<file path="config.mk">
export PLATFORM = sky130hd
export DESIGN_NAME = uaes_front
export DESIGN_NICKNAME = d
export VERILOG_FILES = /design/src/rtl/core/uaes_pkg.sv /design/src/rtl/core/uaes_front.sv
export SDC_FILE = /design/constraint.sdc
export NUM_CORES = 1
export LEC_CHECK = 0
export ABC_AREA = 1
export BUFFER_PORTS_ARGS = -buffer_cell sky130_fd_sc_hd__buf_4
export CORE_MARGIN = 2
export CORE_UTILIZATION = 30
export DETAILED_ROUTE_END_ITERATION = 16
export GPL_TIMING_DRIVEN = 0
export SYNTH_ARGS = -nofsm -noshare
export SYNTH_HDL_FRONTEND = slang
export SYNTH_SLANG_ARGS = --single-unit
</file>
<file path="constraint.sdc">
create_clock -name clk -period 7.05 [get_ports clk]
set_clock_uncertainty 0.2 [all_clocks]
set_input_delay 0.3525 -clock clk [delete_from_list [all_inputs] [get_ports clk]]
set_output_delay 0.3525 -clock clk [all_outputs]
set_load 0.02 [all_outputs]
</file>
<file path="src/rtl/core/uaes_pkg.sv">
// Shared types and constants of the upwind advection stencil unit.
// Used by every module under rtl/core; depends on nothing.
`default_nettype none

package uaes_pkg;

  localparam int DIM_W       = 11;  // grid size registers
  localparam int COORD_W     = 10;  // cell coordinates
  localparam int ROW_W       = 21;
  localparam int COL_W       = 20;
  localparam int WEIGHT_W    = 64;
  localparam int FLOW_W      = 32;
  localparam int STEP_W      = 31;
  localparam int PROD_W      = FLOW_W + STEP_W;
  localparam int FRAC_W      = 16;
  localparam int MODE_W      = 2;
  localparam int SLOT_W      = 3;
  localparam int CFG_IDX_W   = 3;
  localparam int CFG_DATA_W  = 32;
  localparam int NUM_SLOTS   = 5;
  localparam int QUEUE_DEPTH = 2;

  localparam int MAX_DIM_DEFAULT = 1024;

  localparam logic [STEP_W-1:0] STEP_RESET = STEP_W'(65536);

  typedef enum logic [CFG_IDX_W-1:0] {
    REG_GRID_WIDTH  = 3'd0,
    REG_GRID_HEIGHT = 3'd1,
    REG_FLOW_X      = 3'd2,
    REG_FLOW_Y      = 3'd3,
    REG_STEP_X      = 3'd4,
    REG_STEP_Y      = 3'd5,
    REG_WEIGHT_MODE = 3'd6
  } cfg_reg_t;

  typedef enum logic [MODE_W-1:0] {
    MODE_FULL   = 2'd0,
    MODE_X_SIGN = 2'd1,
    MODE_Y_SIGN = 2'd2
  } mode_t;

  typedef enum logic [SLOT_W-1:0] {
    SLOT_CENTRE = 3'd0,
    SLOT_EAST   = 3'd1,
    SLOT_WEST   = 3'd2,
    SLOT_NORTH  = 3'd3,
    SLOT_SOUTH  = 3'd4
  } slot_t;

  // One classified cell, as it waits between front and back.
  typedef struct packed {
    logic [ROW_W-1:0] k;
    logic             x_first;
    logic             x_last;
    logic             y_first;
    logic             y_last;
  } entry_t;

  // Configuration-derived values seen by front and back.
  typedef struct packed {
    logic [DIM_W-1:0]                   w;
    logic [DIM_W-1:0]                   h;
    logic [ROW_W-1:0]                   dummy;
    logic [NUM_SLOTS-1:0][WEIGHT_W-1:0] base;
    logic [WEIGHT_W-1:0]                hx;
    logic [WEIGHT_W-1:0]                hy;
  } cfg_view_t;

endpackage

`default_nettype wire

</file>
<file path="src/rtl/core/uaes_front.sv">
// Front end: takes cell requests, clamps them and classifies boundaries.
// Depends on uaes_pkg.
`default_nettype none

module uaes_front (
  input  wire logic                           clk,
  input  wire logic                           rst_n,
  input  wire logic                           in_valid,
  output      logic                           in_stall,
  input  wire logic [uaes_pkg::COORD_W-1:0]   in_cell_x,
  input  wire logic [uaes_pkg::COORD_W-1:0]   in_cell_y,
  input  wire logic [uaes_pkg::DIM_W-1:0]     w,
  input  wire logic [uaes_pkg::DIM_W-1:0]     h,
  input  wire logic                           q_full,
  output      logic                           push,
  output      uaes_pkg::entry_t               push_entry
);

  localparam int CW = uaes_pkg::COORD_W;
  localparam int DW = uaes_pkg::DIM_W;
  localparam int RW = uaes_pkg::ROW_W;

  logic [DW-1:0] wm1, hm1;
  logic [CW-1:0] x_cl, y_cl;
  logic          accept;
  logic          valid_r, valid_nxt;
  uaes_pkg::entry_t entry_r, entry_nxt;

  assign wm1 = w - 1'b1;
  assign hm1 = h - 1'b1;
  assign x_cl = (DW'(in_cell_x) > wm1) ? wm1[CW-1:0] : in_cell_x;
  assign y_cl = (DW'(in_cell_y) > hm1) ? hm1[CW-1:0] : in_cell_y;

  always_comb begin
    entry_nxt.k       = RW'(RW'(y_cl) * RW'(w)) + RW'(x_cl);
    entry_nxt.x_first = (x_cl == '0);
    entry_nxt.x_last  = (DW'(x_cl) == wm1);
    entry_nxt.y_first = (y_cl == '0);
    entry_nxt.y_last  = (DW'(y_cl) == hm1);
  end

  assign in_stall = valid_r && q_full;
  assign accept   = in_valid && !in_stall;
  assign push     = valid_r && !q_full;

  always_comb begin
    valid_nxt = valid_r;
    if (accept)    valid_nxt = 1'b1;
    else if (push) valid_nxt = 1'b0;
  end

  always_ff @(posedge clk) begin
    if (!rst_n) begin
      valid_r <= 1'b0;
    end else begin
      valid_r <= valid_nxt;
    end
  end

  always_ff @(posedge clk) begin
    if (accept) begin
      entry_r <= entry_nxt;
    end
  end

  assign push_entry = entry_r;

endmodule

`default_nettype wire

</file>
Word level (Yosys, flattened, before mapping)
Cells that the tools add are included.
{ "word_totals": {"latchBits": 0, "ramBits": 0, "mem_count": 0, "regBits": 26, "out_inout_bits": 27, "elab_cells": 26, "inputBits": 46, "mem_bits_ro": 0} }
{ "op_classes": {"div": 0, "n_bitwise": 0, "order_cmp": 2, "add_sub_neg": 3, "muxes": 4, "n_eq_ne": 2, "n_mul": 1, "reduce_logical": 8, "shifts": 0} }
{ "op_table": {"columns": ["cell", "count"], "rows": [
  ["== test 10 x 11 -> 1 bit", 2],
  ["> comparator 10 x 11 -> 1 bit", 2],
  ["subtractor 11 x 1 -> 11 bit (second input constant)", 2],
  ["adder 21 x 10 -> 21 bit", 1],
  ["multiplier 10 x 11 -> 21 bit", 1],
  ["logical NOT 10 bit", 2],
  ["2-to-1 mux 10 bit", 2],
  ["logical AND 1 bit", 3],
  ["logical NOT 1 bit", 2],
  ["2-to-1 mux 1 bit", 2],
  ["nonzero test 2 bit", 1]
]} }

Logic depth before layout (Yosys ltp)
{ "depth": {"word_depth": 5, "mapped_depth": 40, "ltp_nobuf": 39} }

Least setup slack after synthesis
No wires, ideal clock.
{ "synth_timing": {"path_kind": "input-to-reg", "start": "input port h[0] in the netlist's numbering", "end": "register entry_r (netlist bit push_entry[22]), data pin", "path_stages": 33, "t_required_ns": 6.591, "n_path_buf": 1, "arrival_ns": 6.704, "slack_ns": -0.113, "setup_ns": 0.259, "path_cell_list": "inv_1 -> ha_1 -> nand4_4 -> nor3_2 -> xor2_1 -> inv_1 -> ha_1 -> a21o_1 -> a21oi_1 -> nand2_1 -> nand3_4 -> buf_8 -> inv_4 -> o21ai_2 -> inv_1 -> nand2_1 -> fa_1 -> fa_1 -> inv_1 -> fa_1 -> fa_1 -> inv_1 -> fa_1 -> inv_1 -> ha_1 -> a21oi_1 -> nor2_1 -> a211oi_1 -> o21ai_0 -> a21oi_1 -> o21ai_0 -> nand2_1 -> nand2_1"} }
{ "synth_lines": {"columns": ["element", "line", "rtl"], "rows": [
  ["start, declared", "uaes_front.sv:13", "input wire logic [uaes_pkg::DIM_W-1:0] h,"],
  ["end signal, assigned", "uaes_front.sv:62", "entry_r <= entry_nxt;"],
  ["end, declared", "uaes_front.sv:27", "uaes_pkg::entry_t entry_r, entry_nxt;"]
]} }

==> flow_summary.ini <==
[routing]
dr.pass1.iters = 5
drt_iter0_markers = 305
drc = 0
viasPerCell = 4.69
wl_mm = 17.3
drt.antenna.violating_nets = 0
via_count = 5728
wire_per_inst_um = 14.2

[pwr]
p_sw_mw = 2.06
ir_worst_vdd_mv = 0.421
intPower_mw = 1.96
swShare_pct = 51.2
power_frac_clock_pct = 3.4
cellLeakagePower_nw = 4.23
totalPowerFinal_mw = 4.02
cellPowerDensity_mw_per_mm2 = 487
seqPwrFrac_pct = 9.7
comb_power_share_pct = 86.9

[timing]
max_freq_mhz = 146
report.final.slew_viol_count = 0
rsz0062_at_grt = true
slew_headroom_pct = 58.6
setup_violations = 0
fin_crit_ns = 6.85
hold_viol_final = 0
min_period_over_period_pct = 97.1
worst_pin_slew_ns = 0.621

[layout]
multi_input_area_sq_mm = 0.00530
area_delta_synth_final_pct = 27.9
seqCellArea_sq_um = 771
antennaDiodeCount = 0
drive_gt1_share_pct = 25.1
nFillCells = 2144
layout_commonest_cell = inv_1
final_nets = 1156
stdcell_area_sq_mm = 0.00825
layout_common_cells = inv_1 (162), nand2_1 (152), buf_4 (99)
fin_cells = 1222

[critical_path]
reg2reg_slack_ns = 5.44
startpoint = h[1]
r2r_end = push_entry[13]
worst_path_largest_cell_delay_ns = 0.54
crit_path_frequent_cell = nand2_2
cp-start-kind = primary input
endpoint_kind = flip-flop
crit_required_ns = 6.88
reg2reg_from = valid_r
worstPathArrival_ns = 6.68
reg2regPathDepth = 4
crit_end = push_entry[20]
crit_slowest_cell = fa_1
crit_type = in2reg
crit_fanout = 5

[global_route]
grt_overflow = 0
grt_max_degree = 18
antenna_found_initial = 0
grt_pass1_wl_mm = 27.2
grt_pass1_vias = 5680
grt.total_usage_pct = 15.1

[synthesis]
yosysWarnings = 0
synth_flop_cell = edfxtp_1
ys_types = 46
syn_nets = 1041
synth_edf_count = 25
syn_area_per_cell_sq_um = 7.75
ys_ff_latch = 26
seq_area_frac_synth_pct = 11.9
netlist_area_sq_mm = 0.00645
synthCells = 833
synthArstFlopShare_pct = 0

[place]
gp_congestion = 0.864
placed_cells = 1175
io_buffer_count = 66
dpl_cell_area_sq_mm = 0.00734
hpwl_mm = 13.7

[floorplan]
coreArea_sq_mm = 0.0211
dieHeight_um = 151
ioPinCount = 73
num_rows = 53
die_area_sq_mm = 0.0227
die_w_um = 151
initial_core_util_pct = 30.6

[clock_network]
cts_tree = built
clock_path_buffers = 2
cts_made_buffers = 3
clk_latency_ns = 0.27
root_buffer = clkbuf_16
cts_num_sinks = 26
path_clk_slew_ns = 0.08
htree_num_levels = 1

[min_path]
hp-class = in2reg

[run_status]
status = finished, final reports clean

[job]
maxCapViolations = 0
[worst min-delay path by stage]
stage	slack, ns	depth (start not counted)	from	endpoint
6_report	0.14	2	rst_n	valid_r
5_1_grt	0.14	2	rst_n	valid_r
4_1_cts	0.14	2	rst_n	valid_r
3_5_place_dp	0.29	2	valid_r	valid_r
3_3_place_gp	0.28	2	valid_r	valid_r
2_1_floorplan	0.26	2	valid_r	valid_r
[critical path: cells and delay by family]
| kind | cells | cell delay, ns |
|---|---|---|
| buf+inv | 8 | 0.89 |
| simple gates | 11 | 1.40 |
| xor+xnor | 2 | 0.36 |
| compound gates | 4 | 0.65 |
| fa+ha+maj | 7 | 3.00 |
[cells by family (layout without fill, tap and decap cells)]
| kind of cell | Yosys count | after routing | share of synthesized area (%) |
|---|---|---|---|
| AO/OA/AOI/OAI | 70 | 70 | 6.69 |
| XOR/XNOR | 33 | 33 | 4.48 |
| adder cells (fa/ha/maj) | 162 | 162 | 40.7 |
| buffers and inverters | 200 | 314 | 12.8 |
| flip-flops | 26 | 26 | 11.9 |
| AND/OR/NAND/NOR | 342 | 342 | 23.4 |
[layout make-up]
type                    count  area share [%]
well taps                 275            4.17
plain buffers              15            1.68
flip-flops and latches     26            9.34
repair buffers            110            11.0
multi-input cells         607            64.2
clock buffers               3           0.910
clock inverters             1          0.0455
inverters                 185            8.59
[metrics by stage]
| step | util, % | hold WS (ns) | setup TNS (ns) | setup slack [ns] |
|---|---|---|---|---|
| 2_1_floorplan | - | 0.263 | 0 | 0.0298 |
| 3_3_place_gp | 34.7 | 0.282 | -7.95 | -0.954 |
| 3_5_place_dp | 34.8 | 0.292 | -7.98 | -0.946 |
| 4_1_cts | 36.4 | 0.138 | 0 | 0.00159 |
| 5_1_grt | 39.1 | 0.143 | -0.372 | -0.101 |
| 6_report | 39.1 | 0.143 | 0 | 0.202 |
[cell usage after synthesis (2+ instances only)]
library cell | count | area share (%)
nor2_1 | 95 | 5.5
buf_6 | 7 | 1.2
nor2_4 | 3 | 0.52
edfxtp_1 | 25 | 12
ha_1 | 82 | 16
nand3b_1 | 9 | 1.0
o21a_1 | 2 | 0.23
nor3_1 | 4 | 0.31
fa_1 | 80 | 25
nand4_1 | 7 | 0.68
o21ai_1 | 8 | 0.62
a31oi_1 | 2 | 0.19
clkbuf_1 | 2 | 0.12
and3_1 | 2 | 0.19
o31ai_1 | 2 | 0.23
o21ai_0 | 14 | 1.1
nand2_2 | 3 | 0.29
a21o_1 | 3 | 0.35
nand3_2 | 2 | 0.31
a21oi_1 | 26 | 2.0
nor2_2 | 4 | 0.39
inv_2 | 5 | 0.29
clkinv_1 | 2 | 0.12
o21ai_4 | 2 | 0.50
nand3_1 | 40 | 3.1
nand3_4 | 2 | 0.54
buf_2 | 4 | 0.31
nand2_1 | 165 | 9.6
xnor2_1 | 9 | 1.2
o21ai_2 | 6 | 0.81
inv_1 | 177 | 10
nor4_1 | 2 | 0.19
xor2_1 | 24 | 3.3
[layer usage]
| metal | wire length, um | global-route usage, % | part of all wire, % |
|---|---|---|---|
| met1 | 7480 | 19.5 | 43 |
| met2 | 8820 | 27.7 | 51 |
| met3 | 782 | 2.06 | 4.5 |
| met4 | 240 | 1.78 | 1.4 |
| met5 | 0 | 0 | 0 |
[state kept, by name, indices dropped and copies added, names as in the netlist]
signal / flops
push_entry: 25
valid_r: 1
[power groups by stage]
stage	logic, mW	clock network, mW	registers (mW)
after CTS	2.76	0.143	0.395
after global placement	2.54	0	0.400
after global routing	3.91	0.147	0.398
final	3.49	0.138	0.388
after floorplan	1.89	0	0.462
after detailed placement	2.56	0	0.398
[timing repair]
item                       CTS  global route
buffers inserted            14            27
hold buffers                 0             0
gates resized for setup     31            91
gates cloned                 1             1
setup endpoints to repair   11            13
pin swaps                   11            44
Note: power is estimated with default switching activity, not from simulation.
