$ cat config.mk
export PLATFORM = sky130hd
export DESIGN_NAME = uaes_queue
export DESIGN_NICKNAME = d
export VERILOG_FILES = /design/src/rtl/core/uaes_pkg.sv /design/src/rtl/core/uaes_queue.sv
export SDC_FILE = /design/constraint.sdc
export NUM_CORES = 1
export LEC_CHECK = 0
export BUFFER_PORTS_ARGS = -buffer_cell sky130_fd_sc_hd__buf_4
export CORE_ASPECT_RATIO = 0.9
export CORE_MARGIN = 8
export CORE_UTILIZATION = 35
export DETAILED_ROUTE_END_ITERATION = 16
export SLEW_MARGIN = 20
export SYNTH_ARGS = -nofsm -noshare
export SYNTH_HDL_FRONTEND = slang
export SYNTH_SLANG_ARGS = --single-unit
$ cat constraint.sdc
create_clock -name clk -period 4.92 [get_ports clk]
set_clock_uncertainty 0.2 [all_clocks]
set_input_delay 1.23 -clock clk [delete_from_list [all_inputs] [get_ports clk]]
set_output_delay 1.23 -clock clk [all_outputs]
set_load 0.03 [all_outputs]
$ cat src/rtl/core/uaes_pkg.sv
// Shared types and constants of the upwind advection stencil unit.
// Used by every module under rtl/core; depends on nothing.
`default_nettype none

package uaes_pkg;

  localparam int DIM_W       = 11;  // grid size registers
  localparam int COORD_W     = 10;  // cell coordinates
  localparam int ROW_W       = 21;
  localparam int COL_W       = 20;
  localparam int WEIGHT_W    = 64;
  localparam int FLOW_W      = 32;
  localparam int STEP_W      = 31;
  localparam int PROD_W      = FLOW_W + STEP_W;
  localparam int FRAC_W      = 16;
  localparam int MODE_W      = 2;
  localparam int SLOT_W      = 3;
  localparam int CFG_IDX_W   = 3;
  localparam int CFG_DATA_W  = 32;
  localparam int NUM_SLOTS   = 5;
  localparam int QUEUE_DEPTH = 2;

  localparam int MAX_DIM_DEFAULT = 1024;

  localparam logic [STEP_W-1:0] STEP_RESET = STEP_W'(65536);

  typedef enum logic [CFG_IDX_W-1:0] {
    REG_GRID_WIDTH  = 3'd0,
    REG_GRID_HEIGHT = 3'd1,
    REG_FLOW_X      = 3'd2,
    REG_FLOW_Y      = 3'd3,
    REG_STEP_X      = 3'd4,
    REG_STEP_Y      = 3'd5,
    REG_WEIGHT_MODE = 3'd6
  } cfg_reg_t;

  typedef enum logic [MODE_W-1:0] {
    MODE_FULL   = 2'd0,
    MODE_X_SIGN = 2'd1,
    MODE_Y_SIGN = 2'd2
  } mode_t;

  typedef enum logic [SLOT_W-1:0] {
    SLOT_CENTRE = 3'd0,
    SLOT_EAST   = 3'd1,
    SLOT_WEST   = 3'd2,
    SLOT_NORTH  = 3'd3,
    SLOT_SOUTH  = 3'd4
  } slot_t;

  // One classified cell, as it waits between front and back.
  typedef struct packed {
    logic [ROW_W-1:0] k;
    logic             x_first;
    logic             x_last;
    logic             y_first;
    logic             y_last;
  } entry_t;

  // Configuration-derived values seen by front and back.
  typedef struct packed {
    logic [DIM_W-1:0]                   w;
    logic [DIM_W-1:0]                   h;
    logic [ROW_W-1:0]                   dummy;
    logic [NUM_SLOTS-1:0][WEIGHT_W-1:0] base;
    logic [WEIGHT_W-1:0]                hx;
    logic [WEIGHT_W-1:0]                hy;
  } cfg_view_t;

endpackage

`default_nettype wire

$ cat src/rtl/core/uaes_queue.sv
// Short request queue between front and back ends.
// Depends on uaes_pkg.
`default_nettype none

module uaes_queue (
  input  wire logic              clk,
  input  wire logic              rst_n,
  input  wire logic              push,
  input  wire uaes_pkg::entry_t  push_entry,
  input  wire logic              pop,
  output      uaes_pkg::entry_t  head,
  output      logic              empty,
  output      logic              full
);

  localparam int DEPTH = uaes_pkg::QUEUE_DEPTH;
  localparam int PTR_W = (DEPTH > 1) ? $clog2(DEPTH) : 1;
  localparam int CNT_W = $clog2(DEPTH + 1);

  uaes_pkg::entry_t mem [DEPTH];
  logic [PTR_W-1:0] wr_ptr_r, rd_ptr_r, wr_ptr_nxt, rd_ptr_nxt;
  logic [CNT_W-1:0] count_r, count_nxt;

  function automatic logic [PTR_W-1:0] ptr_inc(input logic [PTR_W-1:0] p);
    return (p == PTR_W'(DEPTH - 1)) ? '0 : p + 1'b1;
  endfunction

  assign empty = (count_r == '0);
  assign full  = (count_r == CNT_W'(DEPTH));

  always_comb begin
    wr_ptr_nxt = push ? ptr_inc(wr_ptr_r) : wr_ptr_r;
    rd_ptr_nxt = pop  ? ptr_inc(rd_ptr_r) : rd_ptr_r;
    count_nxt  = count_r;
    if (push && !pop)      count_nxt = count_r + 1'b1;
    else if (pop && !push) count_nxt = count_r - 1'b1;
  end

  always_ff @(posedge clk) begin
    if (!rst_n) begin
      wr_ptr_r <= '0;
      rd_ptr_r <= '0;
      count_r  <= '0;
    end else begin
      wr_ptr_r <= wr_ptr_nxt;
      rd_ptr_r <= rd_ptr_nxt;
      count_r  <= count_nxt;
    end
  end

  always_ff @(posedge clk) begin
    if (push) begin
      mem[wr_ptr_r] <= push_entry;
    end
  end

  assign head = mem[rd_ptr_r];

endmodule

`default_nettype wire

Word-level counts from Yosys, hierarchy flattened
Memory sizes are Yosys's and may differ from the RTL's. A register that Yosys moved wholly into a read port is not among the register bits. Cells that the tools add are included. Widths: inputs -> output; s select.

Output and inout port bits: 27. Bits in latches: 0. Memories kept: 1. Flip-flop bits (word level): 4. Memory bits (read-only): 0. Bits in writable memories: 50.

Memories: mem (words 2, width 25, read ports 1, clocked after Yosys merged registers in 1, wr ports 1, RTL line uaes_queue.sv:20) `uaes_pkg::entry_t mem [DEPTH];`.

Reductions and logical operators: 6. Mux-type cells: 8. Add/subtract/negate cells: 4. Shifts and indexed selects: 0. Order comparisons: 0. Multipliers: 0. Divide/modulo/power cells: 0. Bitwise gates (word level): 0. Eq/ne operators: 1.

Operators with widths (number): $mux 1 (6); $mux 2 (2); $add 1x1->1 const B (2); $add 2x1->2 const B (1); $eq 2x2->1 const B (1); $logic_and 1x1->1 (2); $logic_not 1->1 (2); $logic_not 2->1 (1); $reduce_bool 2->1 (1); $sub 2x1->2 const B (1).

Longest topological paths before layout
Gate-level depths: netlist of run 1.

Depth after elaboration: 4. Gate-level depth with buffers: 5. Depth with buffers taken out: 5.

Worst setup path after synthesis of run 1
Ideal clock, no wire load.

Kind: input port to flip-flop. Start: in push. End: mem mem[0][0] (netlist bit) (enable). Data arrival time: 2.410 ns. Stages on the path: 1. Slack: 1.899 ns. Library setup time: 0.411 ns. Path buffers: 0. Required time: 4.309 ns. Cells stage by stage: nor2b_1.

Cells in the longest elaborated chain, start to end: 2.

Ends and longest elaborated chain: start, declared (RTL line uaes_queue.sv:8) `input wire logic push,`; $mux 1 (RTL line uaes_queue.sv:52) `if (push) begin`; $mux 1 (not written as such) (RTL line uaes_queue.sv:53) `mem[wr_ptr_r] <= push_entry;`; end, declared (RTL line uaes_queue.sv:20).

No other way between the ends.

==> results of run 1 <==
==> registers in the layout, indices dropped and copies added, names as in the netlist, named ones only <==
| name | count |
|---|---|
| rd_ptr_r | 1 |
| count_r | 2 |
| wr_ptr_r | 1 |
| mem | 50 |
==> layer usage <==
metal  part of all wire, %  routed length [µm]
met5                     0                   0
met4                   1.9                  73
met3                   7.0                 267
met2                    53                2010
met1                    38                1460
==> power by group <==
part | internal [mW] | switching (mW)
clock | 0.152 | 0.139
combinational | 0.0746 | 0.0875
sequential | 0.538 | 0.0161
==> kinds of logic (layout without fill, tap and decap cells) <==
group	Yosys count	in the layout
muxes	25	25
buffers and inverters	4	66
xor gates and xnor gates	3	3
and+or+nand+nor	9	9
adders and majority gates	1	1
DFF	55	55
AOI/OAI and AO/OA	3	3
==> cell usage in the layout (no fill, tap or decap) <==
| master | n |
|---|---|
| and2b_2 | 1 |
| xnor2_1 | 1 |
| and2_1 | 3 |
| ha_1 | 1 |
| nor2_1 | 1 |
| o21ai_0 | 1 |
| dfxtp_2 | 1 |
| xor2_1 | 2 |
| and2_2 | 1 |
| clkinv_2 | 1 |
| nor2b_4 | 1 |
| bufinv_16 | 1 |
| a21boi_1 | 1 |
| o21a_1 | 1 |
| dfxtp_1 | 4 |
| clkinv_4 | 1 |
| clkbuf_8 | 5 |
| buf_4 | 57 |
| mux2_2 | 25 |
| edfxtp_1 | 50 |
| nor2b_1 | 1 |
| or3_1 | 1 |
| inv_1 | 1 |
==> final timing paths <==
check / start / slack, ps / end / cells after the start
worst max-delay path: flip-flop / 1860 / head[22] / 2
worst min-delay path: count_r[1]$_SDFFE_PN0P_ / 340 / count_r[1]$_SDFFE_PN0P_ / 2
worst max register to register: wr_ptr_r$_SDFFE_PN0P_ / 3280 / mem[0][20]$_DFFE_PP_ / 2
worst min register to register: count_r[1]$_SDFFE_PN0P_ / 340 / count_r[1]$_SDFFE_PN0P_ / 2
==> critical path: cells and delay by family (launching register included) <==
kind     cells  cell delay [ps]
buf+inv      1              170
flops        1              740
mux          1              420
==> cell type report <==
type,instances,area [µm²]
Tap cell,70,87.6
Inverter,1,3.75
Timing Repair Buffer,57,428
Clock buffer,5,68.8
Sequential cell,55,1600
Multi-Input combinational cell,41,405
Fill cell,490,2990
Clock inverter,3,43.8
==> stage by stage <==
| stage | instance area, µm² | util [%] | total power, mW | setup slack [ps] | hold slack [ps] |
|---|---|---|---|---|---|
| floorplan | 2020 | - | 0.659 | 1900 | 266 |
| global placement | 2520 | 44.8 | 0.724 | 1800 | 278 |
| detailed placement | 2530 | 44.9 | 0.730 | 1770 | 330 |
| CTS | 2640 | 46.9 | 1.02 | 1410 | 349 |
| global route | 2640 | 46.9 | 1.05 | 1770 | 378 |
| finish | 2640 | 46.9 | 1.01 | 1860 | 339 |
==> flow_summary_export.csv, run 1 <==
group,metric,value,unit
outcome,outcome,"finished clean",
logic_synthesis,synthTopCellsByArea,"edfxtp_1 (74%), mux2_2 (14%), dfxtp_1 (5.0%)",
clock_tree,cts_buffers,5,
hold_path,hold_class,"flip-flop to flip-flop",
detailed_routing,drt_first_pass_iters,4,
setup_path,path_cells,"mux2_2 > buf_4",
logic_synthesis,synthArstFlopShare,0,%
setup_path,worstPathMaxFanout,25,
power,irDropWorstVdd,0.185,mV
placed_design,place.detailed.hpwl,2610,µm
detailed_routing,wl_per_cell,16.4,µm
layout,drive_above_1_share,58.0,%
detailed_routing,vias,1072,
sta,final-setup-viol-count,0,
logic_synthesis,yosys_most_used_dff,"edfxtp_1",
logic_synthesis,synth_common_cells,"edfxtp_1 (50), mux2_2 (25), dfxtp_1 (5)",
logic_synthesis,yosysMostFrequentCell,"edfxtp_1",
clock_tree,cts_buffer_depth,2,
logic_synthesis,yosysSeqAreaShare,79.2,%
setup_path,endpoint_kind,"primary output",
sta,max_freq,0.327,GHz
sta,finalHoldViolCount,0,
sta,grt_setup_unrepaired,"no",
logic_synthesis,postSynthAreaPerCell,20.2,µm²
setup_path,path_class,"flip-flop to primary output",
clock_tree,clk_pin_slew,90,ps
sta,worst_slew_pin_slew,693,ps
global_route,antenna_found_initial,0,
die,core.rowCount,26,
setup_path,slowest_delay,740,ps
setup_path,worstPathRequired,3490,ps
clock_tree,cts_root_buffer,"clkbuf_8",
job,cap_violations,0,
placed_design,dp_cells,224,
global_route,grt-ovfl-total,0,
sta,relSlewSlack,53.7,%
setup_path,cp_slowest_cell,"dfxtp_2",
clock_tree,ctsResizeCount,0,
logic_synthesis,yosysTopAreaCell,"edfxtp_1",
sta,setup_tns,0,ps
die,initial_core_util,35.9,%
detailed_routing,post-route-drc-count,0,
global_route,gr-max-usage-layer,"met2",
layout,nets,191,
placed_design,io_buffer_count,55,
setup_path,setup.worst_path.start_class,"flip-flop",
logic_synthesis,synth_fa_ha_area_share,0.619,%
layout,n_antenna_cell,0,
power,power_density,381,nW/µm²
detailed_routing,drt_iter0_drc,16,
logic_synthesis,yosysWarningCount,0,
sta,slew_violations,0,
global_route,met2_usage,16.8,%
placed_design,place_congestion,0.698,
clock_tree,cts_tree,"done",
layout,layout.cells.non_filler,232,
sta,period_share,62.2,%
detailed_routing,wl,3810,µm
setup_path,crit_arrival,1630,ps
clock_tree,cts_num_sinks,55,
logic_synthesis,synth_cell_types,17,
logic_synthesis,synth-edff-count,50,
die,core_area,5630,µm²
logic_synthesis,synth_top_family_by_area,"multiplexers",
layout,syn2layout_area_growth,30.6,%
logic_synthesis,synth.top_cell.area_share,74.3,%
logic_synthesis,synthMuxAreaShare,13.9,%
global_route,grt_max_degree,26,
logic_synthesis,synth_seq_cells,55,
logic_synthesis,synthesis.area,2020,µm²
clock_tree,cts_hold_buf,0,
logic_synthesis,synthXorXnorAreaFrac,1.30,%
logic_synthesis,syn_inst,100,
global_route,first_global_vias,1200,
die,die_y,88.1,µm
detailed_routing,antenna_left,0,
detailed_routing,vias_per_cell,4.62,
clock_tree,postCtsSetupBuffers,0,
power,p_leak,1.00,nW
global_route,grt_usage,9.30,%
global_route,use_met1,9.30,%
logic_synthesis,synth_compound_area_share,0.990,%
global_route,grt_pass1_wl,5800,µm
global_route,met3_usage,3.08,%
die,die-area,8470,µm²
die,die_w,96.1,µm
clock_tree,cts_max_level,2,
logic_synthesis,yosys.area_share.simple,2.78,%
sta,fin_crit,3060,ps
logic_synthesis,syn_nets,130,
clock_tree,clk_latency,290,ps
die,ios,56,
No activity file was read; power rests on OpenSTA's default activity.
==> run 2: changes to the inputs <==
==> constraint.sdc (replaced) <==
create_clock -name clk -period 2.9 [get_ports clk]
set_clock_uncertainty 0.2 [all_clocks]
set_input_delay 0.725 -clock clk [delete_from_list [all_inputs] [get_ports clk]]
set_output_delay 0.725 -clock clk [all_outputs]
set_load 0.03 [all_outputs]
==> flow_summary_export.csv, run 2 (synthesis results as in run 1) <==
group,metric,value,unit
detailed_routing,vias_per_cell,4.57,
detailed_routing,wl_per_cell,16.2,µm
global_route,grt_pass1_wl,6040,µm
layout,nets,195,
clock_tree,cts_root_buffer,"clkbuf_8",
global_route,grt_max_degree,17,
layout,top_register,"mem",
sta,relSlewSlack,87.5,%
clock_tree,clk_pin_slew,90,ps
setup_path,path_class,"flip-flop to primary output",
sta,worst_slew_pin_slew,188,ps
global_route,grt-ovfl-total,0,
outcome,outcome,"finished clean",
layout,final_common_cell,"buf_4",
setup_path,cp_slowest_cell,"mux2_2",
detailed_routing,drt_first_pass_iters,4,
detailed_routing,antenna_left,0,
sta,grt_setup_unrepaired,"no",
layout,ff_latch_area,1600,µm²
clock_tree,cts_max_level,2,
setup_path,slowest_delay,370,ps
layout,layout.cells.non_filler,236,
setup_path,worstPathRequired,1980,ps
sta,finalHoldViolCount,0,
clock_tree,cts_buffers,5,
die,die_w,96.1,µm
layout,largest_reg_flops,50,
setup_path,rrSetupSlack,1640,ps
die,core.rowCount,26,
layout,syn2layout_area_growth,31.4,%
job,cap_violations,0,
layout,n_antenna_cell,0,
layout,fillCellCount,512,
sta,setup_tns,0,ps
clock_tree,cts_hold_buf,0,
die,die-area,8470,µm²
clock_tree,ctsResizeCount,0,
clock_tree,clk_latency,290,ps
placed_design,io_buffer_count,55,
setup_path,crit_arrival,1380,ps
power,power_density,637,nW/µm²
setup_path,cp_top_family,"buffers and inverters",
power,irDropWorstVdd,0.320,mV
detailed_routing,wl,3820,µm
global_route,antenna_found_initial,0,
sta,period_share,79.4,%
setup_path,path_common_cell,"buf_4",
placed_design,place.detailed.hpwl,2920,µm
global_route,first_global_vias,1187,
die,core_area,5630,µm²
setup_path,crit_buf_inv,2,
die,initial_core_util,35.9,%
placed_design,dp_cells,228,
clock_tree,cts_tree,"done",
layout,final_cell_mix,"buf_4 (61), edfxtp_1 (50), mux2_2 (25)",
setup_path,setup.worst_path.start_class,"flip-flop",
detailed_routing,post-route-drc-count,0,
clock_tree,cts_num_sinks,55,
sta,max_freq,0.434,GHz
clock_tree,postCtsSetupBuffers,0,
layout,drive_above_1_share,56.6,%
layout,multiInputGateArea,399,µm²
sta,slew_violations,0,
layout,reg_top3,"mem (50), count_r (2)",
hold_path,hold_class,"flip-flop to flip-flop",
power,p_leak,1.01,nW
setup_path,worstPathMaxFanout,13,
setup_path,path_cells,"buf_4 > mux2_2 > buf_4",
placed_design,place_congestion,0.697,
sta,fin_crit,2300,ps
global_route,grt_usage,9.77,%
detailed_routing,drt_iter0_drc,88,
clock_tree,cts_buffer_depth,2,
detailed_routing,vias,1079,
die,ios,56,
sta,final-setup-viol-count,0,
die,die_y,88.1,µm
setup_path,endpoint_kind,"primary output",
## run 2: final cells by class
cell class                 instances  share of cell area [%]
timing repair buffer              61                    17.2
clock inverter                     1                    1.13
clock buffer                       7                    2.87
sequential                        55                    60.3
multi-input combinational         41                    15.0
tap                               70                    3.30
inverter                           1                   0.141
## run 2: routing by layer
| layer | global-route usage (%) | wire [µm] | part of all wire [%] |
|---|---|---|---|
| met1 | 10.7 | 1450 | 38 |
| met2 | 16.7 | 2050 | 54 |
| met4 | 4.18 | 40 | 1.0 |
| met5 | 0 | 0 | 0 |
| met3 | 3.43 | 277 | 7.3 |
## run 2: final timing paths
path	start	cells past startpoint	endpoint
setup / recovery	flip-flop	3	head[22]
hold / removal	count_r[1]$_SDFFE_PN0P_	2	count_r[1]$_SDFFE_PN0P_
setup reg to reg	count_r[0]$_SDFFE_PN0P_	3	count_r[1]$_SDFFE_PN0P_
hold reg to reg	count_r[1]$_SDFFE_PN0P_	2	count_r[1]$_SDFFE_PN0P_
## run 2: worst register-to-register path, stage by stage (launching register included)
cell and delay [ps]:
dfxtp_1 360, xor2_1 180, or3_1 310, a21boi_1 150
## run 2: metrics by stage
stage | hold WS, ps | utilization (%) | setup slack [ps] | power, mW | area [µm²]
3_3_place_gp | 278 | 45.3 | 909 | 1.23 | 2550
2_1_floorplan | 266 | - | 384 | 1.12 | 2020
4_1_cts | 334 | 47.2 | 564 | 1.72 | 2660
5_1_grt | 370 | 47.2 | 508 | 1.77 | 2660
3_5_place_dp | 319 | 45.3 | 905 | 1.24 | 2550
6_report | 325 | 47.2 | 596 | 1.69 | 2660
## run 2: report_power, final
part / internal, mW / leakage [nW] / total (mW) / switching, mW
clock network: 0.258 / 0.0524 / 0.474 / 0.216
logic: 0.131 / 0.447 / 0.290 / 0.159
registers: 0.912 / 0.511 / 0.926 / 0.0144
total: 1.30 / 1.01 / 1.69 / 0.390
==> run 3: changes to the inputs <==
==> constraint.sdc (replaced) <==
create_clock -name clk -period 1.9 [get_ports clk]
set_clock_uncertainty 0.2 [all_clocks]
set_input_delay 0.475 -clock clk [delete_from_list [all_inputs] [get_ports clk]]
set_output_delay 0.475 -clock clk [all_outputs]
set_load 0.03 [all_outputs]
==> flow_summary_export.csv, run 3 (synthesis results as in run 1) <==
group,metric,value,unit
outcome,outcome,"finished, violations left",
outcome,violations,"setup timing",
detailed_routing,wl,3760,µm
placed_design,place.detailed.hpwl,2640,µm
setup_path,worstPathRequired,1220,ps
sta,slew_violations,0,
layout,multiInputGateArea,422,µm²
die,initial_core_util,35.9,%
die,die_y,88.1,µm
setup_path,setup.worst_path.start_class,"flip-flop",
clock_tree,postCtsSetupBuffers,0,
job,cap_violations,0,
clock_tree,cts_tree,"done",
die,core.rowCount,26,
setup_path,crit_arrival,1340,ps
global_route,grt_max_degree,27,
layout,stdcell_area,2830,µm²
placed_design,dp_cells,225,
detailed_routing,drt_first_pass_iters,3,
layout,drive_above_1_share,57.9,%
detailed_routing,drt_iter0_drc,48,
detailed_routing,wl_met1,1430,µm
setup_path,cp_top_family,"flip-flops",
power,power_density,949,nW/µm²
global_route,first_global_vias,1163,
layout,fillCellCount,484,
layout,reg_top3,"mem (50), count_r (2)",
detailed_routing,antenna_left,0,
layout,nets,193,
setup_path,crit_buf_inv,2,
sta,finalHoldViolCount,0,
layout,layout.cells.non_filler,234,
die,die_w,96.1,µm
die,ios,56,
detailed_routing,wl_met3,405,µm
clock_tree,clk_pin_slew,90,ps
layout,final_common_cell,"edfxtp_1",
placed_design,placed_area,2560,µm²
global_route,grt-ovfl-total,0,
sta,worst_slew_pin_slew,196,ps
die,core_area,5630,µm²
clock_tree,cts_root_buffer,"clkbuf_8",
setup_path,cp_slowest_cell,"dfxtp_4",
setup_path,worstPathMaxFanout,13,
detailed_routing,top_layer,"met4",
placed_design,place_congestion,0.687,
layout,syn2layout_area_growth,39.7,%
setup_path,path_class,"flip-flop to primary output",
setup_path,crit_cells,3,
layout,n_antenna_cell,0,
hold_path,hold_class,"input port to flip-flop",
global_route,grt_pass1_wl,5910,µm
clock_tree,clk_latency,300,ps
power,power,2.68,mW
setup_path,rr_endpoint,"count_r[1]$_SDFFE_PN0P_",
sta,grt_setup_unrepaired,"yes",
global_route,grt_usage,9.38,%
detailed_routing,dr_wl_met2,1890,µm
die,die-area,8470,µm²
power,irDropWorstVdd,0.448,mV
clock_tree,cts_buffers,5,
placed_design,io_buffer_count,55,
clock_tree,cts_max_level,2,
sta,fin_crit,2020,ps
setup_path,reg2reg_depth,3,
power,p_leak,1.08,nW
sta,final-setup-viol-count,25,
sta,relSlewSlack,86.9,%
clock_tree,cts_buffer_depth,2,
layout,ff_latch_area,1610,µm²
sta,max_freq,0.496,GHz
setup_path,endpoint_kind,"primary output",
layout,largest_reg_flops,50,
layout,final_cell_mix,"edfxtp_1 (50), buf_4 (30), buf_6 (25)",
sta,period_share,106,%
layout,final_util,50.2,%
detailed_routing,wl_per_cell,16.1,µm
setup_path,rrSetupSlack,600,ps
clock_tree,cts_num_sinks,55,
setup_path,slowest_delay,390,ps
layout,top_register,"mem",
detailed_routing,vias,1052,
detailed_routing,vias_per_cell,4.50,
global_route,antenna_found_initial,0,
detailed_routing,post-route-drc-count,0,
setup_path,crit_path_end,"head[6]",
setup_path,r2r_start,"count_r[0]$_SDFFE_PN0P_",
setup_path,path_cells,"buf_12 > mux2_2 > buf_6",
sta,setup_ws,-116,ps
==> run 3: power by group <==
group / switching, mW / internal [mW] / leakage (nW) / total (mW)
Combinational: 0.259 / 0.259 / 0.508 / 0.518
Clock: 0.354 / 0.392 / 0.0581 / 0.746
Sequential: 0.0246 / 1.39 / 0.511 / 1.42
Total: 0.638 / 2.04 / 1.08 / 2.68
==> run 3: layer usage <==
| layer | up-vias | GRT usage [%] |
|---|---|---|
| met4 | 0 | 2.93 |
| li1 | 505 | - |
| met1 | 504 | 10.5 |
| met5 | - | 0 |
| met2 | 38 | 15.3 |
| met3 | 5 | 4.46 |
==> run 3: worst min path at each step <==
stage | depth (start not counted) | slack [ps] | startpoint | to
CTS | 1 | 150 | push_entry[24] | mem[1][24]$_DFFE_PP_
detailed placement | 2 | 330 | count_r[1]$_SDFFE_PN0P_ | count_r[1]$_SDFFE_PN0P_
floorplan | 2 | 270 | count_r[1]$_SDFFE_PN0P_ | count_r[1]$_SDFFE_PN0P_
finish | 1 | 150 | push_entry[13] | mem[0][13]$_DFFE_PP_
global route | 1 | 140 | push_entry[14] | mem[0][14]$_DFFE_PP_
global placement | 2 | 270 | count_r[1]$_SDFFE_PN0P_ | count_r[1]$_SDFFE_PN0P_
==> run 3: through the flow <==
| step | hold WS, ps | setup TNS (ps) | setup WS [ps] |
|---|---|---|---|
| after floorplan | 266 | 0 | 109 |
| after global placement | 274 | 0 | 167 |
| after detailed placement | 331 | 0 | 150 |
| after CTS | 146 | -3100 | -139 |
| after global routing | 137 | -3650 | -161 |
| final | 154 | -2510 | -116 |
==> run 3: final cells by class <==
cell class,count,share of cell area (%)
flip-flops and latches,55,56.8
repair buffers,59,21.0
multi-input cells,41,14.9
well taps,70,3.10
clock buffers,5,2.44
clock inverters,3,1.55
inverters,1,0.133
==> run 3: repair_timing <==
| action | CTS | global route |
|---|---|---|
| cloned | 1 | 0 |
| hold buffers | 0 | 0 |
| setup endpoints to repair | 25 | 25 |
| resized for setup | 31 | 3 |
