File: src/rtl/core/uaes_pkg.sv
// Shared types and constants of the upwind advection stencil unit.
// Used by every module under rtl/core; depends on nothing.
`default_nettype none

package uaes_pkg;

  localparam int DIM_W       = 11;  // grid size registers
  localparam int COORD_W     = 10;  // cell coordinates
  localparam int ROW_W       = 21;
  localparam int COL_W       = 20;
  localparam int WEIGHT_W    = 64;
  localparam int FLOW_W      = 32;
  localparam int STEP_W      = 31;
  localparam int PROD_W      = FLOW_W + STEP_W;
  localparam int FRAC_W      = 16;
  localparam int MODE_W      = 2;
  localparam int SLOT_W      = 3;
  localparam int CFG_IDX_W   = 3;
  localparam int CFG_DATA_W  = 32;
  localparam int NUM_SLOTS   = 5;
  localparam int QUEUE_DEPTH = 2;

  localparam int MAX_DIM_DEFAULT = 1024;

  localparam logic [STEP_W-1:0] STEP_RESET = STEP_W'(65536);

  typedef enum logic [CFG_IDX_W-1:0] {
    REG_GRID_WIDTH  = 3'd0,
    REG_GRID_HEIGHT = 3'd1,
    REG_FLOW_X      = 3'd2,
    REG_FLOW_Y      = 3'd3,
    REG_STEP_X      = 3'd4,
    REG_STEP_Y      = 3'd5,
    REG_WEIGHT_MODE = 3'd6
  } cfg_reg_t;

  typedef enum logic [MODE_W-1:0] {
    MODE_FULL   = 2'd0,
    MODE_X_SIGN = 2'd1,
    MODE_Y_SIGN = 2'd2
  } mode_t;

  typedef enum logic [SLOT_W-1:0] {
    SLOT_CENTRE = 3'd0,
    SLOT_EAST   = 3'd1,
    SLOT_WEST   = 3'd2,
    SLOT_NORTH  = 3'd3,
    SLOT_SOUTH  = 3'd4
  } slot_t;

  // One classified cell, as it waits between front and back.
  typedef struct packed {
    logic [ROW_W-1:0] k;
    logic             x_first;
    logic             x_last;
    logic             y_first;
    logic             y_last;
  } entry_t;

  // Configuration-derived values seen by front and back.
  typedef struct packed {
    logic [DIM_W-1:0]                   w;
    logic [DIM_W-1:0]                   h;
    logic [ROW_W-1:0]                   dummy;
    logic [NUM_SLOTS-1:0][WEIGHT_W-1:0] base;
    logic [WEIGHT_W-1:0]                hx;
    logic [WEIGHT_W-1:0]                hy;
  } cfg_view_t;

endpackage

`default_nettype wire

File: src/rtl/core/uaes_back.sv
// Back end: walks the five stencil slots of the head request into a
// registered output. Depends on uaes_pkg.
`default_nettype none

module uaes_back (
  input  wire logic                              clk,
  input  wire logic                              rst_n,
  input  wire uaes_pkg::entry_t                  head,
  input  wire logic                              q_empty,
  output      logic                              pop,
  input  wire uaes_pkg::cfg_view_t               view,
  output      logic                              out_valid,
  input  wire logic                              out_stall,
  output      logic [uaes_pkg::SLOT_W-1:0]       out_slot,
  output      logic [uaes_pkg::ROW_W-1:0]        out_matrix_row,
  output      logic [uaes_pkg::COL_W-1:0]        out_matrix_col,
  output      logic signed [uaes_pkg::WEIGHT_W-1:0] out_weight,
  output      logic                              out_last
);

  localparam int RW = uaes_pkg::ROW_W;
  localparam int CL = uaes_pkg::COL_W;
  localparam int WW = uaes_pkg::WEIGHT_W;

  uaes_pkg::slot_t slot_r, slot_nxt;
  logic            out_free, load;
  logic            out_valid_r, out_valid_nxt;

  logic [RW-1:0] row_sel, col_sel;
  logic [WW-1:0] wt_sel, dx, dy;
  logic [uaes_pkg::SLOT_W-1:0] out_slot_r;
  logic [RW-1:0] row_r;
  logic [CL-1:0] col_r;
  logic [WW-1:0] wt_r;
  logic          last_r;

  assign out_free = !out_valid_r || !out_stall;
  assign load     = !q_empty && out_free;
  assign pop      = load && (slot_r == uaes_pkg::SLOT_SOUTH);

  // centre loses a half flux per boundary touched on each axis
  always_comb begin
    dx = '0;
    dy = '0;
    if (head.x_first && head.x_last)      dx = {view.hx[WW-2:0], 1'b0};
    else if (head.x_first || head.x_last) dx = view.hx;
    if (head.y_first && head.y_last)      dy = {view.hy[WW-2:0], 1'b0};
    else if (head.y_first || head.y_last) dy = view.hy;
  end

  always_comb begin
    row_sel  = head.k;
    col_sel  = head.k;
    wt_sel   = view.base[uaes_pkg::SLOT_CENTRE] - dx - dy;
    slot_nxt = slot_r;
    unique case (slot_r)
      uaes_pkg::SLOT_CENTRE: begin
        slot_nxt = uaes_pkg::SLOT_EAST;
      end
      uaes_pkg::SLOT_EAST: begin
        wt_sel   = view.base[uaes_pkg::SLOT_EAST];
        row_sel  = head.x_last ? view.dummy : head.k;
        col_sel  = head.x_last ? head.k : head.k + 1'b1;
        slot_nxt = uaes_pkg::SLOT_WEST;
      end
      uaes_pkg::SLOT_WEST: begin
        wt_sel   = view.base[uaes_pkg::SLOT_WEST];
        row_sel  = head.x_first ? view.dummy : head.k;
        col_sel  = head.x_first ? head.k : head.k - 1'b1;
        slot_nxt = uaes_pkg::SLOT_NORTH;
      end
      uaes_pkg::SLOT_NORTH: begin
        wt_sel   = view.base[uaes_pkg::SLOT_NORTH];
        row_sel  = head.y_last ? view.dummy : head.k;
        col_sel  = head.y_last ? head.k : head.k + RW'(view.w);
        slot_nxt = uaes_pkg::SLOT_SOUTH;
      end
      uaes_pkg::SLOT_SOUTH: begin
        wt_sel   = view.base[uaes_pkg::SLOT_SOUTH];
        row_sel  = head.y_first ? view.dummy : head.k;
        col_sel  = head.y_first ? head.k : head.k - RW'(view.w);
        slot_nxt = uaes_pkg::SLOT_CENTRE;
      end
      default: begin
        slot_nxt = uaes_pkg::SLOT_CENTRE;
      end
    endcase
    if (!load) slot_nxt = slot_r;
  end

  always_comb begin
    out_valid_nxt = out_valid_r;
    if (load)            out_valid_nxt = 1'b1;
    else if (!out_stall) out_valid_nxt = 1'b0;
  end

  always_ff @(posedge clk) begin
    if (!rst_n) begin
      slot_r      <= uaes_pkg::SLOT_CENTRE;
      out_valid_r <= 1'b0;
    end else begin
      slot_r      <= slot_nxt;
      out_valid_r <= out_valid_nxt;
    end
  end

  always_ff @(posedge clk) begin
    if (load) begin
      out_slot_r <= slot_r;
      row_r      <= row_sel;
      col_r      <= col_sel[CL-1:0];
      wt_r       <= wt_sel;
      last_r     <= (slot_r == uaes_pkg::SLOT_SOUTH);
    end
  end

  assign out_valid      = out_valid_r;
  assign out_slot       = out_slot_r;
  assign out_matrix_row = row_r;
  assign out_matrix_col = col_r;
  assign out_weight     = wt_r;
  assign out_last       = last_r;

endmodule

`default_nettype wire
File: config.mk
export PLATFORM = sky130hd
export DESIGN_NAME = uaes_back
export DESIGN_NICKNAME = d
export VERILOG_FILES = /design/src/rtl/core/uaes_pkg.sv /design/src/rtl/core/uaes_back.sv
export SDC_FILE = /design/constraint.sdc
export NUM_CORES = 1
export LEC_CHECK = 0
export BUFFER_PORTS_ARGS = -buffer_cell sky130_fd_sc_hd__buf_2
export CAP_MARGIN = 20
export CELL_PAD_IN_SITES_DETAIL_PLACEMENT = 1
export CELL_PAD_IN_SITES_GLOBAL_PLACEMENT = 1
export CORE_AREA = 2 2 249 251
export CTS_BUF_LIST = sky130_fd_sc_hd__clkbuf_4 sky130_fd_sc_hd__clkbuf_8
export DETAILED_ROUTE_END_ITERATION = 10
export DIE_AREA = 0 0 251 253
export HOLD_SLACK_MARGIN = 0.12
export PLACE_DENSITY_LB_ADDON = 0.1
export SETUP_SLACK_MARGIN = 0.2
export SLEW_MARGIN = 20
export SYNTH_ARGS = -nofsm -noshare
export SYNTH_HDL_FRONTEND = slang
export SYNTH_SLANG_ARGS = --single-unit
File: constraint.sdc
create_clock -name clk -period 7.6 [get_ports clk]
set_input_delay 0.76 -clock clk [delete_from_list [all_inputs] [get_ports clk]]
set_output_delay 0.76 -clock clk [all_outputs]
set_load 0.005 [all_outputs]
# Word level (Yosys, flattened, before mapping)
# Cells that the tools add are included.
# W data, S select, Z words.
totals:
  reg_bits: 113
  input_bits: 520
  output_inout_bits: 111
  elab_cells: 47
classes:
  addsub: 6
  n_eq_ne: 5
  mux: 18
  n_reduce_logical: 11
op_table:
  columns: ["cell", "count"]
  rows:
  - ["$mux W64", 4]
  - ["$pmux W64 S4", 1]
  - ["$sub A64 B64 Y64", 2]
  - ["$mux W21", 4]
  - ["$pmux W21 S4", 1]
  - ["$mux W20", 4]
  - ["$pmux W20 S4", 1]
  - ["$add A20 B1 Y20 const B", 1]
  - ["$add A20 B11 Y20", 1]
  - ["$sub A20 B1 Y20 const B", 1]
  - ["$sub A20 B11 Y20", 1]
  - ["$pmux W3 S4", 1]
  - ["$eq A3 B2 Y1 const B", 2]
  - ["$logic_and A1 B1 Y1", 4]
  - ["$eq A3 B1 Y1 const B", 1]
  - ["$eq A3 B3 Y1 const B", 1]
  - ["$logic_not A1 Y1", 3]
  - ["$logic_not A3 Y1", 1]
  - ["$logic_or A1 B1 Y1", 3]
  - ["$mux W1", 2]
  - ["$ne A2 B1 Y1 const B", 1]

# Depth between registers and ports, before layout
# Gate-level depths: netlist of run 1.
logic_depth:
  depth_word: 6
  depth_mapped: 20
  depth_no_buf: 18

# Worst setup path after synthesis of run 1
# Ideal clock, no wire load.
synth_path:
  kind: "input-to-output"
  startpoint: "input out_stall"
  endpoint: "output pop"
  arrival_time_ns: 6.959
  required_ns: 6.840
  path_slack_ns: -0.119
  path_stages: 2
  path_buffers: 0
  cell_sequence: "a21oi_1 > and3_1"
synth_between:
  elab_chain_cells: 4
synth_lines:
  columns: ["item", "line", "source"]
  rows:
  - ["start, declared", "uaes_back.sv:13", "input wire logic out_stall,"]
  - ["$logic_not A1 Y1", null, null]
  - ["$logic_or A1 B1 Y1", "uaes_back.sv:37", "assign out_free = !out_valid_r || !out_stall;"]
  - ["$logic_and A1 B1 Y1", "uaes_back.sv:38", "assign load = !q_empty && out_free;"]
  - ["$logic_and A1 B1 Y1", "uaes_back.sv:39", "assign pop = load && (slot_r == uaes_pkg::SLOT_SOUTH);"]
  - ["end, declared", "uaes_back.sv:10", "output logic pop,"]
# Every way passes these cells.

# Worst setup path after layout of run 1
layout_path:
  startpoint: "input head[0] (netlist name)"
  endpoint: "register wt_r[49], in the netlist out_weight[49], data pin"
layout_between:
  elab_chain_cells: 5
  word_cells_on_any_way: 6
  classes_between: "1 x add/sub; 3 x mux; 2 x reduce/logical"
layout_lines:
  columns: ["item", "line", "source"]
  rows:
  - ["start, declared", "uaes_back.sv:8", "input wire uaes_pkg::entry_t head,"]
  - ["$logic_or A1 B1 Y1", "uaes_back.sv:48", "else if (head.y_first || head.y_last) dy = view.hy;"]
  - ["$mux W64", "uaes_back.sv:48", null]
  - ["$mux W64 *", "uaes_back.sv:47", "if (head.y_first && head.y_last) dy = {view.hy[WW-2:0], 1'b0};"]
  - ["$sub A64 B64 Y64 *", "uaes_back.sv:54", "wt_sel = view.base[uaes_pkg::SLOT_CENTRE] - dx - dy;"]
  - ["$pmux W64 S4 *", "uaes_back.sv:56", "unique case (slot_r)"]
  - ["net wt_sel[49]", "uaes_back.sv:30", "logic [WW-1:0] wt_sel, dx, dy;"]
  - ["end signal, assigned", "uaes_back.sv:112", "wt_r <= wt_sel;"]
  - ["end, declared", "uaes_back.sv:34", "logic [WW-1:0] wt_r;"]
# Mark *: on every way through the listed nets, which the timed path passes. The rest lies on a longest branch.
# A chain may end at the register's enable or synchronous reset.

==> results of run 1 <==
## synth_stat cells (all sizes together) (5+ instances only)
library cell | n | area [sq um]
mux2 | 26 | 293
mux2i | 106 | 1060
a221oi | 56 | 508
o21a | 8 | 61.3
nand4 | 20 | 125
nor4 | 5 | 31.3
ha | 89 | 1110
or3 | 10 | 62.6
o31ai | 7 | 57.6
o21bai | 18 | 135
and2 | 13 | 81.3
nor2 | 98 | 368
o22ai | 14 | 87.6
a211oi | 6 | 45.0
a21oi | 338 | 1710
edfxtp | 109 | 3270
fa | 65 | 1300
o211ai | 18 | 135
and3 | 15 | 93.8
o221ai | 10 | 87.6
xnor2 | 42 | 368
buf | 31 | 128
inv | 228 | 856
a22oi | 38 | 285
or2 | 6 | 37.5
a22o | 50 | 438
nand3 | 24 | 120
a21boi | 8 | 60.1
a21o | 45 | 338
a31oi | 13 | 81.3
a221o | 7 | 70.1
clkbuf | 112 | 420
nor3 | 25 | 130
xor2 | 36 | 315
nor2b | 14 | 87.6
o21ai | 139 | 703
nand2 | 132 | 495
## cells by family (layout without fill, tap and decap cells)
logic type	count (synthesis)	count (layout)	synth area share, %
xor gates and xnor gates	78	78	4.26
muxes	132	132	8.45
adders and majority gates	154	154	15.1
and+or+nand+nor	377	377	11.0
other	0	12	0
buffers and inverters	372	900	8.78
AOI/OAI and AO/OA	801	801	31.5
DFF	113	113	20.9
## through the flow
step	hold slack, ns	instance area [sq um]	utilization (%)	worst slack [ns]	cells
after floorplan	0.443	16000	-	2.07	2027
after global placement	0.497	19800	32.4	1.46	3313
after detailed placement	0.526	19800	32.4	1.40	3313
after CTS	0.504	20200	33.1	1.88	3345
after global routing	0.532	20200	33.1	1.47	3353
final	0.531	20200	33.2	1.83	3357
## power by group through the flow
stage	Clock, W	Combinational [W]	Sequential (W)
after floorplan	0	0.00143	0.000943
after global placement	0	0.00250	0.000930
after detailed placement	0	0.00253	0.000934
after CTS	0.000670	0.00254	0.000920
after global routing	0.000689	0.00277	0.000931
final	0.000650	0.00251	0.000918
## worst reg2reg max path, cell delays in order (launching register included)
cell and delay, ns:
dfxtp_1 0.93, nor2_1 0.26, nand2_1 0.45, inv_2 0.05, buf_4 0.37, a22o_1 0.35, a221oi_1 0.81, o21ai_0 0.20
## layer usage
metal	up-vias	track usage [%]	part of all wire, %
li1	8416	-	-
met1	8660	31.4	46
met2	512	38.8	47
met3	59	3.52	4.8
met4	8	5.58	1.7
met5	-	0	0.068
## flip-flops by register name (all words and copies together), names as in the netlist
signal and count:
out_last 1, out_matrix_col 20, out_matrix_row 21, out_slot 3, out_valid 1, out_weight 64, slot_r 3
## cell usage in the layout (no fill, tap or decap), types with 12 or more instances in the layout
cell type | synthesis | layout
xnor2_1 | 42 | 41
nand2_1 | 132 | 132
fa_1 | 65 | 65
buf_2 | 3 | 615
o22ai_1 | 14 | 14
and3_1 | 15 | 15
nor2_1 | 98 | 98
a21o_1 | 45 | 45
a22o_1 | 50 | 50
a221oi_1 | 55 | 55
xor2_1 | 36 | 36
a22oi_1 | 38 | 38
o21bai_1 | 18 | 18
nand3_1 | 24 | 24
o211ai_1 | 18 | 18
mux2i_1 | 106 | 106
nor3_1 | 24 | 23
mux2_2 | 26 | 26
nor2b_1 | 14 | 14
edfxtp_1 | 109 | 109
nand4_1 | 20 | 20
diode_2 | 0 | 12
o21ai_0 | 132 | 132
inv_1 | 228 | 227
a31oi_1 | 13 | 13
clkbuf_8 | 0 | 21
ha_1 | 89 | 89
buf_4 | 0 | 21
a21oi_1 | 336 | 335
## layout make-up
| type | instances | area (sq um) | share of cell area [%] |
|---|---|---|---|
| clock buffer | 23 | 304 | 1.50 |
| antenna | 12 | 30.0 | 0.148 |
| inverter | 229 | 860 | 4.25 |
| timing repair buffer | 639 | 3280 | 16.2 |
| tap | 790 | 988 | 4.88 |
| sequential | 113 | 3350 | 16.6 |
| multi-input combinational | 1542 | 11300 | 55.8 |
| clock inverter | 9 | 131 | 0.649 |
## final timing paths
| check | startpoint | end | slack, ns | depth (start not counted) |
|---|---|---|---|---|
| min | out_valid | out_valid | 0.53 | 2 |
| min reg2reg | out_valid | out_valid | 0.53 | 2 |
| max reg2reg | slot_r[1] | out_weight[39] | 3.88 | 7 |
| max | head[0] | out_weight[49] | 1.83 | 18 |
==> impl_metrics.env, run 1 <==
export IMPL_worstPathRequired_ns=7.78
export IMPL_slew_headroom_pct=30.9
export IMPL_cp_max_fo=63
export IMPL_die_area_sq_um=63500
export IMPL_area_growth_pct=26.3
export IMPL_period_share_pct=75.9
export IMPL_grt_pass1_wl_um=112000
export IMPL_cellPowerDensity_nw_per_um2=202
export IMPL_drc=0
export IMPL_antenna_found_initial=22
export IMPL_cts_setup_buffers=0
export IMPL_rows=91
export IMPL_rsz0062_at_grt="no"
export IMPL_p_sw_share_pct=47.2
export IMPL_tns_ns=0
export IMPL_hold_path_class="reg -> reg"
export IMPL_grt_pass1_vias=18200
export IMPL_leakagePower_nw=9.48
export IMPL_path_buf_inv=2
export IMPL_track_usage_pct=23.2
export IMPL_drive_above_1_share_pct=28.4
export IMPL_io_pins=631
export IMPL_yosys_register_bits=113
export IMPL_num_nets_final=3216
export IMPL_cts_tree="built"
export IMPL_cts_sinks=113
export IMPL_gp_congestion=0.880
export IMPL_clockBufferDepth=2
export IMPL_cts_max_level=4
export IMPL_p_sw_w=0.00193
export IMPL_synth_fp_nets=2701
export IMPL_grt_max_degree=87
export IMPL_synthDistinctLibCells=73
export IMPL_ys_warn_count=0
export IMPL_cp_start_kind="input port"
export IMPL_synthesis_area_per_instance_sq_um=7.91
export IMPL_ctsHoldBuffers=0
export IMPL_die_x_um=251
export IMPL_path_class="in -> reg"
export IMPL_p_clk_share_pct=15.9
export IMPL_ant_nets=0
export IMPL_crit_arrival_ns=5.95
export IMPL_numPortBuffers=619
export IMPL_hold_violations=0
export IMPL_worst_pin_slew_ns=1.04
export IMPL_first_pass_iters=5
export IMPL_cts_buffers=17
export IMPL_dpl_hpwl_um=63700
export IMPL_async_flop_share_pct=0
export IMPL_ir_worst_vdd_uv=86.1
export IMPL_drtIter0Drc=1043
export IMPL_finalCriticalPeriod_ns=5.77
export IMPL_grt_overflow=0
export IMPL_finalSetupViolCount=0
export IMPL_clk_pin_slew_worst_paths_ns=0.07
export IMPL_synthCells=2027
export IMPL_finClkSkew_ns=0.0210
export IMPL_cell_internal_pwr_w=0.00215
export IMPL_synth_edf_count=109
export IMPL_core_sq_um=61000
export IMPL_vias=17700
export IMPL_p_seq_share_pct=22.5
export IMPL_die_h_um=253
export IMPL_crit_family="compound AO/OA/AOI/OAI gates"
export IMPL_cap_viol_max_count=0
export IMPL_ys_seq_area_share_pct=20.9
export IMPL_syn_area_sq_um=16000
export IMPL_crit_slowest_cell="clkinv_1"
export IMPL_start_util_pct=26.3
export IMPL_vias_per_cell=5.26
export IMPL_path_cells="buf_6 -> clkinv_1 -> nand2_1 -> nand3_1 -> o21ai_0 -> fa_1 -> ha_1 -> a21oi_1 -> a21boi_0 -> o21ai_0 -> a21oi_1 -> o21ai_0 -> a21oi_1 -> o21ai_0 -> a21oi_1 -> a21boi_0 -> xor2_1 -> o211ai_1"
export IMPL_clk_insertion_delay_late_ns=0.47
export IMPL_max_freq_ghz=0.173
export IMPL_cts_root_buf="clkbuf_8"
export IMPL_power_w=0.00408
export IMPL_end_kind="flop"
export IMPL_post_cts_resized=0
export IMPL_outcome="complete, no violations"
export IMPL_wl_per_cell_um=22.8
export IMPL_final_max_slew_violation_count=0
export IMPL_num_fill_cells=7494
export IMPL_ys_flop_type="edfxtp_1"
export IMPL_p_comb_share_pct=61.6
export IMPL_wl_um=76600
export IMPL_max_stage_delay_ns=0.59
(Power assumes the default switching activity.)
==> run 2: changes to the inputs <==
- clock period: 7.6 -> 5.4 ns (I/O delays scaled with it)
==> run 2 against run 1 <==
- clock skew down 0.0037 ns
- final cell count up 1.4%
- sequential power up 41%
- design area up 2.0%
- routed wire length up 0.69%
- clock power up 34%
==> impl_metrics.env, run 2 (synthesized netlist as in run 1, its figures left out) <==
export IMPL_finClkSkew_ns=0.0172
export IMPL_dpl_hpwl_um=64600
export IMPL_crit_start="head[3]"
export IMPL_rows=91
export IMPL_track_usage_pct=23.5
export IMPL_first_pass_iters=5
export IMPL_multi_input_area_sq_um=11300
export IMPL_leakagePower_nw=9.74
export IMPL_reg2reg_slack_ns=2.37
export IMPL_outcome="complete, no violations"
export IMPL_vias_per_cell=5.23
export IMPL_rsz0062_at_grt="yes"
export IMPL_cts_root_buf="clkbuf_8"
export IMPL_drc=0
export IMPL_cts_max_level=4
export IMPL_finalCriticalPeriod_ns=5.05
export IMPL_area_growth_pct=28.8
export IMPL_cap_viol_max_count=0
export IMPL_die_x_um=251
export IMPL_worstPathRequired_ns=5.70
export IMPL_end_kind="flop"
export IMPL_path_class="in -> reg"
export IMPL_vias=17800
export IMPL_start_util_pct=26.3
export IMPL_wl_um=77100
export IMPL_cts_sinks=113
export IMPL_layout_common_cells="buf_2 (615), a21oi_1 (335), inv_1 (227)"
export IMPL_period_share_pct=93.5
export IMPL_clockBufferDepth=2
export IMPL_rr_endpoint="out_weight[27]"
export IMPL_clk_pin_slew_worst_paths_ns=0.09
export IMPL_worstHoldEndpoint="out_valid"
export IMPL_cts_setup_buffers=0
export IMPL_r2r_start="slot_r[0]"
export IMPL_cellPowerDensity_nw_per_um2=286
export IMPL_io_pins=631
export IMPL_grt_pass1_wl_um=114000
export IMPL_cp_start_kind="input port"
export IMPL_hold_depth=2
export IMPL_drtIter0Drc=1025
export IMPL_grt_overflow=0
export IMPL_final_common_cell="buf_2"
export IMPL_max_freq_ghz=0.198
export IMPL_post_dp_cell_area_sq_um=20200
export IMPL_final_area_sq_um=20600
export IMPL_worst_pin_slew_ns=1.07
export IMPL_ir_worst_vdd_uv=109
export IMPL_post_cts_resized=0
export IMPL_num_fill_cells=7506
export IMPL_finalSetupViolCount=0
export IMPL_hold_path_class="in -> reg"
export IMPL_crit_arrival_ns=5.35
export IMPL_num_nets_final=3265
export IMPL_numPortBuffers=619
export IMPL_core_sq_um=61000
export IMPL_ctsHoldBuffers=0
export IMPL_die_h_um=253
export IMPL_hold_start="q_empty"
export IMPL_gp_congestion=0.919
export IMPL_cts_tree="built"
export IMPL_r2r_cells=7
export IMPL_cts_buffers=17
export IMPL_cp_max_fo=4
export IMPL_wl_per_cell_um=22.7
export IMPL_clk_insertion_delay_late_ns=0.47
export IMPL_antenna_found_initial=22
export IMPL_ant_nets=0
export IMPL_die_area_sq_um=63500
export IMPL_hold_violations=0
export IMPL_seq_area_sq_um=3350
export IMPL_timing_final_ws_setup_ns=0.352
export IMPL_grt_pass1_vias=18600
export IMPL_slew_headroom_pct=28.6
export IMPL_drive_above_1_share_pct=29.8
export IMPL_tns_ns=0
export IMPL_grt_max_degree=89
export IMPL_largest_reg_flops=64
export IMPL_final_max_slew_violation_count=0
export IMPL_post_place_ws_ns=-0.215
-- run 2: changes by cell type in the layout (fill, tap and decap cells not counted) --
cell	change
o31ai_2	+1
clkinvlp_4	-2
o31ai_1	-1
diode_2	-2
clkinv_4	+2
clkbuf_8	-4
buf_12	+5
buf_4	+44
clkinv_2	+2
inv_6	+2
-- run 2: worst max path at each step --
stage,to,cells past startpoint
6_report,out_weight[52],18
5_1_grt,out_weight[52],18
4_1_cts,out_weight[52],18
3_5_place_dp,out_weight[52],18
3_3_place_gp,out_weight[52],18
2_1_floorplan,out_weight[52],20
-- run 2: cell type report --
cell class,count,area share (%)
Multi-Input combinational cell,1542,54.7
Clock inverter,13,0.782
Timing Repair Buffer,688,18.0
Antenna cell,10,0.121
Sequential cell,113,16.2
Clock buffer,19,1.21
Inverter,229,4.16
Tap cell,790,4.79
-- run 2: critical path, stage by stage --
cell,delay (ns)
buf_4,0.13
xor2_1,0.46
and2_1,0.23
fa_1,0.46
ha_1,0.21
or2_2,0.28
fa_1,0.39
a21o_1,0.20
a221o_1,0.35
a21oi_2,0.17
a31oi_1,0.19
o21ai_2,0.29
o21a_2,0.18
o31ai_2,0.11
a221oi_4,0.41
nor3_2,0.10
or4_1,0.53
o311ai_1,0.10
-- run 2: routing by layer --
layer	share of wire, %	routed length [um]	up-vias	track usage (%)
met5	0.11	84	-	0
met4	2.3	1750	12	6.63
met3	5.0	3840	84	3.76
met2	47	36100	508	39.1
met1	46	35300	8667	31.4
li1	-	-	8524	-
-- run 2: per-stage QoR --
stage | cells | hold slack (ns) | util [%] | total power (W)
final | 3404 | 0.304 | 33.8 | 0.00589
after global routing | 3401 | 0.286 | 33.8 | 0.00636
after CTS | 3394 | 0.256 | 33.8 | 0.00596
after detailed placement | 3362 | 0.526 | 33.1 | 0.00506
after global placement | 3362 | 0.497 | 33.1 | 0.00501
after floorplan | 2027 | 0.443 | - | 0.00334
-- run 2: where the power goes --
part | leakage, nW | internal, W | switching [W] | total [W]
combinational | 8.43 | 0.00145 | 0.00229 | 0.00373
sequential | 1.10 | 0.00123 | 0.0000504 | 0.00129
clock | 0.211 | 0.000467 | 0.000407 | 0.000874
